### src/design/paged_framebuffer_rect_fill_macros.svh
// Assertion macros for the paged framebuffer block.
// Both take a label and a property expression; clk and rst_n must be in scope.
`ifndef PAGED_FRAMEBUFFER_RECT_FILL_MACROS_SVH
`define PAGED_FRAMEBUFFER_RECT_FILL_MACROS_SVH

`ifndef SYNTHESIS

// check outside reset
`define PFBRF_ASSERT(lbl, prop) \
  lbl: assert property (@(posedge clk) disable iff (!rst_n) (prop)) \
    else $error("pfbrf assertion failed");

// check that also holds while reset is applied
`define PFBRF_ASSERT_ALWAYS(lbl, prop) \
  lbl: assert property (@(posedge clk) (prop)) \
    else $error("pfbrf assertion failed");

`else

`define PFBRF_ASSERT(lbl, prop)
`define PFBRF_ASSERT_ALWAYS(lbl, prop)

`endif

`endif

### src/design/pfbrf_pkg.sv
`default_nettype none

package pfbrf_pkg;

  // geometry of the store
  localparam int COLUMNS = 128;
  localparam int PAGES   = 8;
  localparam int ROWS    = PAGES * 8;
  localparam int DEPTH   = COLUMNS * PAGES;
  localparam int ADDR_W  = $clog2(DEPTH);

  // fixed field widths
  localparam int X_W    = 7;
  localparam int Y_W    = 6;
  localparam int BYTE_W = 8;

  // internal column and row widths: hold the sum of start and span, and the edge
  localparam int CW = ((X_W + 1) > $clog2(COLUMNS + 1)) ? (X_W + 1) : $clog2(COLUMNS + 1);
  localparam int RW = ((Y_W + 1) > $clog2(ROWS + 1)) ? (Y_W + 1) : $clog2(ROWS + 1);
  localparam int PG_W = RW - 3;

  localparam logic [BYTE_W-1:0] FULL_MASK = 8'hFF;

  typedef enum logic [1:0] {
    OP_SET  = 2'd0,
    OP_CLR  = 2'd1,
    OP_INV  = 2'd2,
    OP_READ = 2'd3
  } op_t;

  typedef enum logic [2:0] {
    ST_CLEAR,
    ST_IDLE,
    ST_WALK,
    ST_DRAIN,
    ST_READ,
    ST_FINISH
  } state_t;

  // controller to datapath
  typedef struct packed {
    logic load;
    logic clear_step;
    logic walk_step;
    logic read_issue;
    logic push;
  } cmd_t;

  // datapath to controller
  typedef struct packed {
    logic clear_done;
    logic in_read;
    logic in_on_screen;
    logic walk_last;
    logic out_free;
  } sts_t;

  // store address of one page byte
  function automatic logic [ADDR_W-1:0] byte_addr(logic [CW-1:0] col, logic [PG_W-1:0] page);
    return ADDR_W'(int'(col) * PAGES + int'(page));
  endfunction

  // pixel mask of one page inside the row range
  function automatic logic [BYTE_W-1:0] page_mask(logic [PG_W-1:0] page,
                                                  logic [PG_W-1:0] first,
                                                  logic [PG_W-1:0] last,
                                                  logic [2:0]      lo_bits,
                                                  logic [2:0]      hi_bits);
    logic [2:0] lo;
    logic [2:0] hi;
    lo = (page == first) ? lo_bits : 3'd0;
    hi = (page == last) ? hi_bits : 3'd7;
    return (FULL_MASK << lo) & (FULL_MASK >> (3'd7 - hi));
  endfunction

endpackage

`default_nettype wire

### src/design/pfbrf_ctrl.sv
`default_nettype none

module pfbrf_ctrl (
  input  wire logic            clk,
  input  wire logic            rst_n,
  input  wire logic            in_valid,
  output logic                 in_ready,
  input  wire pfbrf_pkg::sts_t sts,
  output pfbrf_pkg::cmd_t      cmd
);

  pfbrf_pkg::state_t state_r;
  pfbrf_pkg::state_t state_nxt;

  // state register
  always_ff @(posedge clk) begin
    if (!rst_n) begin
      state_r <= pfbrf_pkg::ST_CLEAR;
    end else begin
      state_r <= state_nxt;
    end
  end

  // next state
  always_comb begin
    state_nxt = state_r;
    case (state_r)
      pfbrf_pkg::ST_CLEAR: begin
        if (sts.clear_done) state_nxt = pfbrf_pkg::ST_IDLE;
      end
      pfbrf_pkg::ST_IDLE: begin
        if (in_valid) begin
          if (sts.in_read) state_nxt = pfbrf_pkg::ST_READ;
          else if (sts.in_on_screen) state_nxt = pfbrf_pkg::ST_WALK;
          else state_nxt = pfbrf_pkg::ST_FINISH;
        end
      end
      pfbrf_pkg::ST_WALK: begin
        if (sts.walk_last) state_nxt = pfbrf_pkg::ST_DRAIN;
      end
      pfbrf_pkg::ST_DRAIN: begin
        state_nxt = pfbrf_pkg::ST_FINISH;
      end
      pfbrf_pkg::ST_READ: begin
        state_nxt = pfbrf_pkg::ST_FINISH;
      end
      pfbrf_pkg::ST_FINISH: begin
        if (sts.out_free) state_nxt = pfbrf_pkg::ST_IDLE;
      end
      default: begin
        state_nxt = pfbrf_pkg::ST_CLEAR;
      end
    endcase
  end

  // outputs
  always_comb begin
    in_ready       = (state_r == pfbrf_pkg::ST_IDLE);
    cmd.load       = (state_r == pfbrf_pkg::ST_IDLE) && in_valid;
    cmd.clear_step = (state_r == pfbrf_pkg::ST_CLEAR);
    cmd.walk_step  = (state_r == pfbrf_pkg::ST_WALK);
    cmd.read_issue = (state_r == pfbrf_pkg::ST_READ);
    cmd.push       = (state_r == pfbrf_pkg::ST_FINISH) && sts.out_free;
  end

endmodule

`default_nettype wire

### config.mk
export PLATFORM = sky130hd
export DESIGN_NAME = pfbrf_ctrl
export DESIGN_NICKNAME = d
export VERILOG_FILES = /design/src/design/paged_framebuffer_rect_fill_macros.svh /design/src/design/pfbrf_pkg.sv /design/src/design/pfbrf_ctrl.sv
export SDC_FILE = /design/constraint.sdc
export NUM_CORES = 1
export LEC_CHECK = 0
export BUFFER_PORTS_ARGS = -buffer_cell sky130_fd_sc_hd__buf_2
export CORE_AREA = 2 2 39 41
export DETAILED_ROUTE_END_ITERATION = 7
export DIE_AREA = 0 0 41 43
export HOLD_SLACK_MARGIN = 0.15
export PLACE_DENSITY = 0.42
export SYNTH_ARGS = -nofsm -noshare
export SYNTH_HDL_FRONTEND = slang
export SYNTH_SLANG_ARGS = --single-unit
### constraint.sdc
create_clock -name clk -period 1.5 [get_ports clk]
set_input_delay 0.3 -clock clk [delete_from_list [all_inputs] [get_ports clk]]
set_output_delay 0.3 -clock clk [all_outputs]
set_load 0.02 [all_outputs]
==> flow_results.org <==
** Critical path
- STA classifies the critical path startpoint as a flip-flop.
- The critical path is of the flip-flop to primary output type.
- Crit path DAT :: around 1.1 ns
- The critical path starts at state_r[1].
- The worst register-to-register path begins at state_r[1].
- For the worst setup path, the data required time is between 1 and 1.5 ns.
- The worst setup path is captured at a primary output.
- Of all nets on the critical path, the largest fanout is 8.

** Detailed routing
- Via-to-Cell Ratio :: 4.22
- Total vias in the final route :: 249
- Wire length the detailed router placed on met1 :: between 200 and 250 µm
- After detailed routing, the met2 layer carries 305 µm of wire.
- In this run, the number of DRC markers left after iteration 0 of detailed routing was 0.
- Detailed route wirelength on metal3 :: slightly below 30 µm
- Final wirelength :: 559 µm
- In the routed design, unresolved DRC markers number 0.
- For this run, the detailed router's first-pass iteration total came to 1.
- Post-route antenna net violation count :: 0
- Uppermost layer routed :: met3
- After detailed routing, the average wire length per cell comes to 9.47 µm.

** Power
- Peak VDD IR :: 0.000209 V
- Static leakage :: 0.000143 µW
- In this run the power density over the cells is 956 nW/µm².

** Synthesis
- After synthesis, the share of cell area in mux cells is 0.
- The cell count after synthesis came out at 27.
- Share of synthesized cell area in full adder, half adder and majority cells :: 0
- Synth top area cells :: dfxtp_1 30%, nand2b_1 13%, nor3_1 7.5%
- Of the total synthesized cell area, the portion taken by AND, OR, NAND and NOR gates is 0.475.
- Largest family of logic cells by synthesized area :: simple AND/OR/NAND/NOR gates
- The area fraction in compound gates after synthesis came to 0.187.
- Of the post-synthesis cell area, the dominant cell type holds 0.300.
- Each instance of the synthesized netlist takes up on average 7.41 µm².
- Net count after synthesis :: 35
- Largest area contributor in the netlist :: dfxtp_1
- Of the synthesized area, sequential elements account for 0.300.
- Count of unique library cells instantiated by Yosys :: 16
- FF+latch count, synth :: 3
- Number of warnings issued by yosys :: 0
- XOR/XNOR share of the synthesized area :: 0
- Netlist area before placement :: 200 µm²

** Floorplanning
- Starting density of the core :: 0.145
- The core region is 1380 µm².
- Top-level I/O count :: 14
- Die area :: 1760 µm²
- The floorplan step set the die height to roughly 43 µm.
- The die is 41 µm wide.
- Row generation in the floorplan step produced 14 rows.

** Finish
- Flip-flop count of the largest register, all copies and words added :: 3
- The area growth from synthesis to layout is 62.5%.
- Number of cells in the finished layout apart from fillers :: 59
- Layout cell share with drive strength beyond 1 :: 0.512
- Register name with the most flops :: state_r
- Antenna cell count :: 0
- Top Registers :: state_r (3)
- Nets :: 52

** Clocking
- Buffers inserted to repair hold after CTS numbered 0.
- In this run the number of H-tree levels came out at 1.
- Clock tree synthesis selected as its root buffer the cell clkbuf_4.
- Post-CTS setup-driven buffer insertion count :: 0
- Buffers inserted during clock tree synthesis total 3.
- Clock latency on the worst-skew pair, taken at its later pin, is between 0.2 and 0.25 ns.
- Clock-pin slew was measured on the worst setup and hold paths at 0.04 ns.
- Clock tree from TritonCTS :: yes
- Clock sink count :: 3
- Counting along the longest clock path gives a buffer depth of 2.

** Global routing
- The first global-routing pass estimated 897 µm of wire.
- Initial antenna violation count :: 0
- Maximum number of pins on one net before global-route repair :: 13
- Total global-route track usage :: 0.0812
- The via count of the first global-routing pass is ~230.
- Congestion Overflow GR :: 0

** STA
- The count of pins over their slew limit is 0.
- Upper clock frequency limit :: slightly above 700 MHz
- Post-layout min period :: between 1 and 1.5 ns
- Actual slew at the worst max-slew pin :: 0.237 ns
- Worst relative slew slack :: 0.842
- Final setup violating endpoints :: 0
- Clock skew on the completed layout was measured at 0.00672 ns.
- Setup TNS :: 0 ns
- In the finished design, the share of the clock period the worst path needs comes to 0.926.
- RSZ-0062 raised after global routing :: false
- The number of hold violations in the final report was 0.

** Place
- At the end of routability-driven placement, the weighted congestion stood at ~0.71.
- Number of instances in the placed design :: 55
- Quantity of I/O buffers inserted on ports :: 13

** Run
- Max-cap violations in this run came to 0.

** Worst hold path
- In this run the worst hold path is classified as input port to flip-flop.
- Hold path startpoint :: rst_n

** Outcome
- Outcome :: finished, final reports clean
## layout make-up
| class | count | area (µm²) |
|---|---|---|
| Tap cell | 16 | 20.0 |
| Fill cell | 168 | 1060 |
| Sequential cell | 3 | 62.6 |
| Timing Repair Buffer | 13 | 67.6 |
| Multi-Input combinational cell | 22 | 145 |
| Inverter | 1 | 3.75 |
| Clock buffer | 4 | 26.3 |
## cell usage in the layout, fill, tap and decap left out
master      n
buf_2      12
nand2b_1    3
clkbuf_4    3
nor2_1      2
nor3b_1     2
nor3_1      2
nand2_1     2
a21oi_1     2
dfxtp_2     2
nand2b_4    1
inv_1       1
nor3_2      1
or4_1       1
o2111ai_2   1
a211oi_1    1
nand3_1     1
o21ai_0     1
or3_1       1
or2_2       1
clkbuf_1    1
buf_4       1
dfxtp_1     1
## power breakdown
part / internal (µW) / total [µW] / switching, µW
Clock: 100 / 147 / 46.7
Combinational: 31.7 / 67.3 / 35.7
Sequential: 85.9 / 97.0 / 11.1
## worst max-delay path: stages, from the launching register on
cell      delay [ns]
dfxtp_1         0.36
nand2b_4        0.18
nor3_2          0.14
buf_4           0.17
## final timing paths
| kind | end | slack, ns | cells past startpoint |
|---|---|---|---|
| worst max-delay path | cmd[4] | 0.11 | 3 |
| worst min-delay path | state_r[1] | 0.32 | 3 |
| worst max register to register | state_r[2] | 0.26 | 3 |
| worst min register to register | state_r[1] | 0.61 | 2 |
## cell usage after synthesis (all sizes together)
cell     count
a211oi       1
nor2         2
dfxtp        3
or2          1
or4          1
nand2        2
or3          1
nor3         3
o21ai        1
nand3        1
clkbuf       1
nor3b        2
nand2b       4
o2111ai      1
a21oi        2
inv          1
## layer usage
metal | track usage | vias to the layer above
met3 | 0.0157 | 0
met5 | 0 | -
met4 | 0.100 | 0
met1 | 0.0994 | 113
li1 | - | 130
met2 | 0.100 | 6
## per-stage QoR
step / instance area, µm² / setup WS, ns / hold WS, ns / util / total power, µW
after floorplan: 200 / 0.0697 / 0.430 / - / 133
after global placement: 282 / 0.236 / 0.570 / 0.203 / 160
after detailed placement: 282 / 0.228 / 0.564 / 0.203 / 159
after CTS: 314 / 0.0191 / 0.313 / 0.227 / 314
after global routing: 325 / 0.0412 / 0.329 / 0.235 / 330
final: 325 / 0.111 / 0.319 / 0.235 / 311
## cell families after synthesis
group	Yosys count
buffers and inverters	2
DFF	3
and+or+nand+nor	17
AOI/OAI and AO/OA	5
## what timing repair did
item                                    4_1_cts  5_1_grt
pin swaps                                     0        0
gates resized for setup                       2        3
endpoints found under the setup margin        1        3
Note: power is estimated with default switching activity, not from simulation.
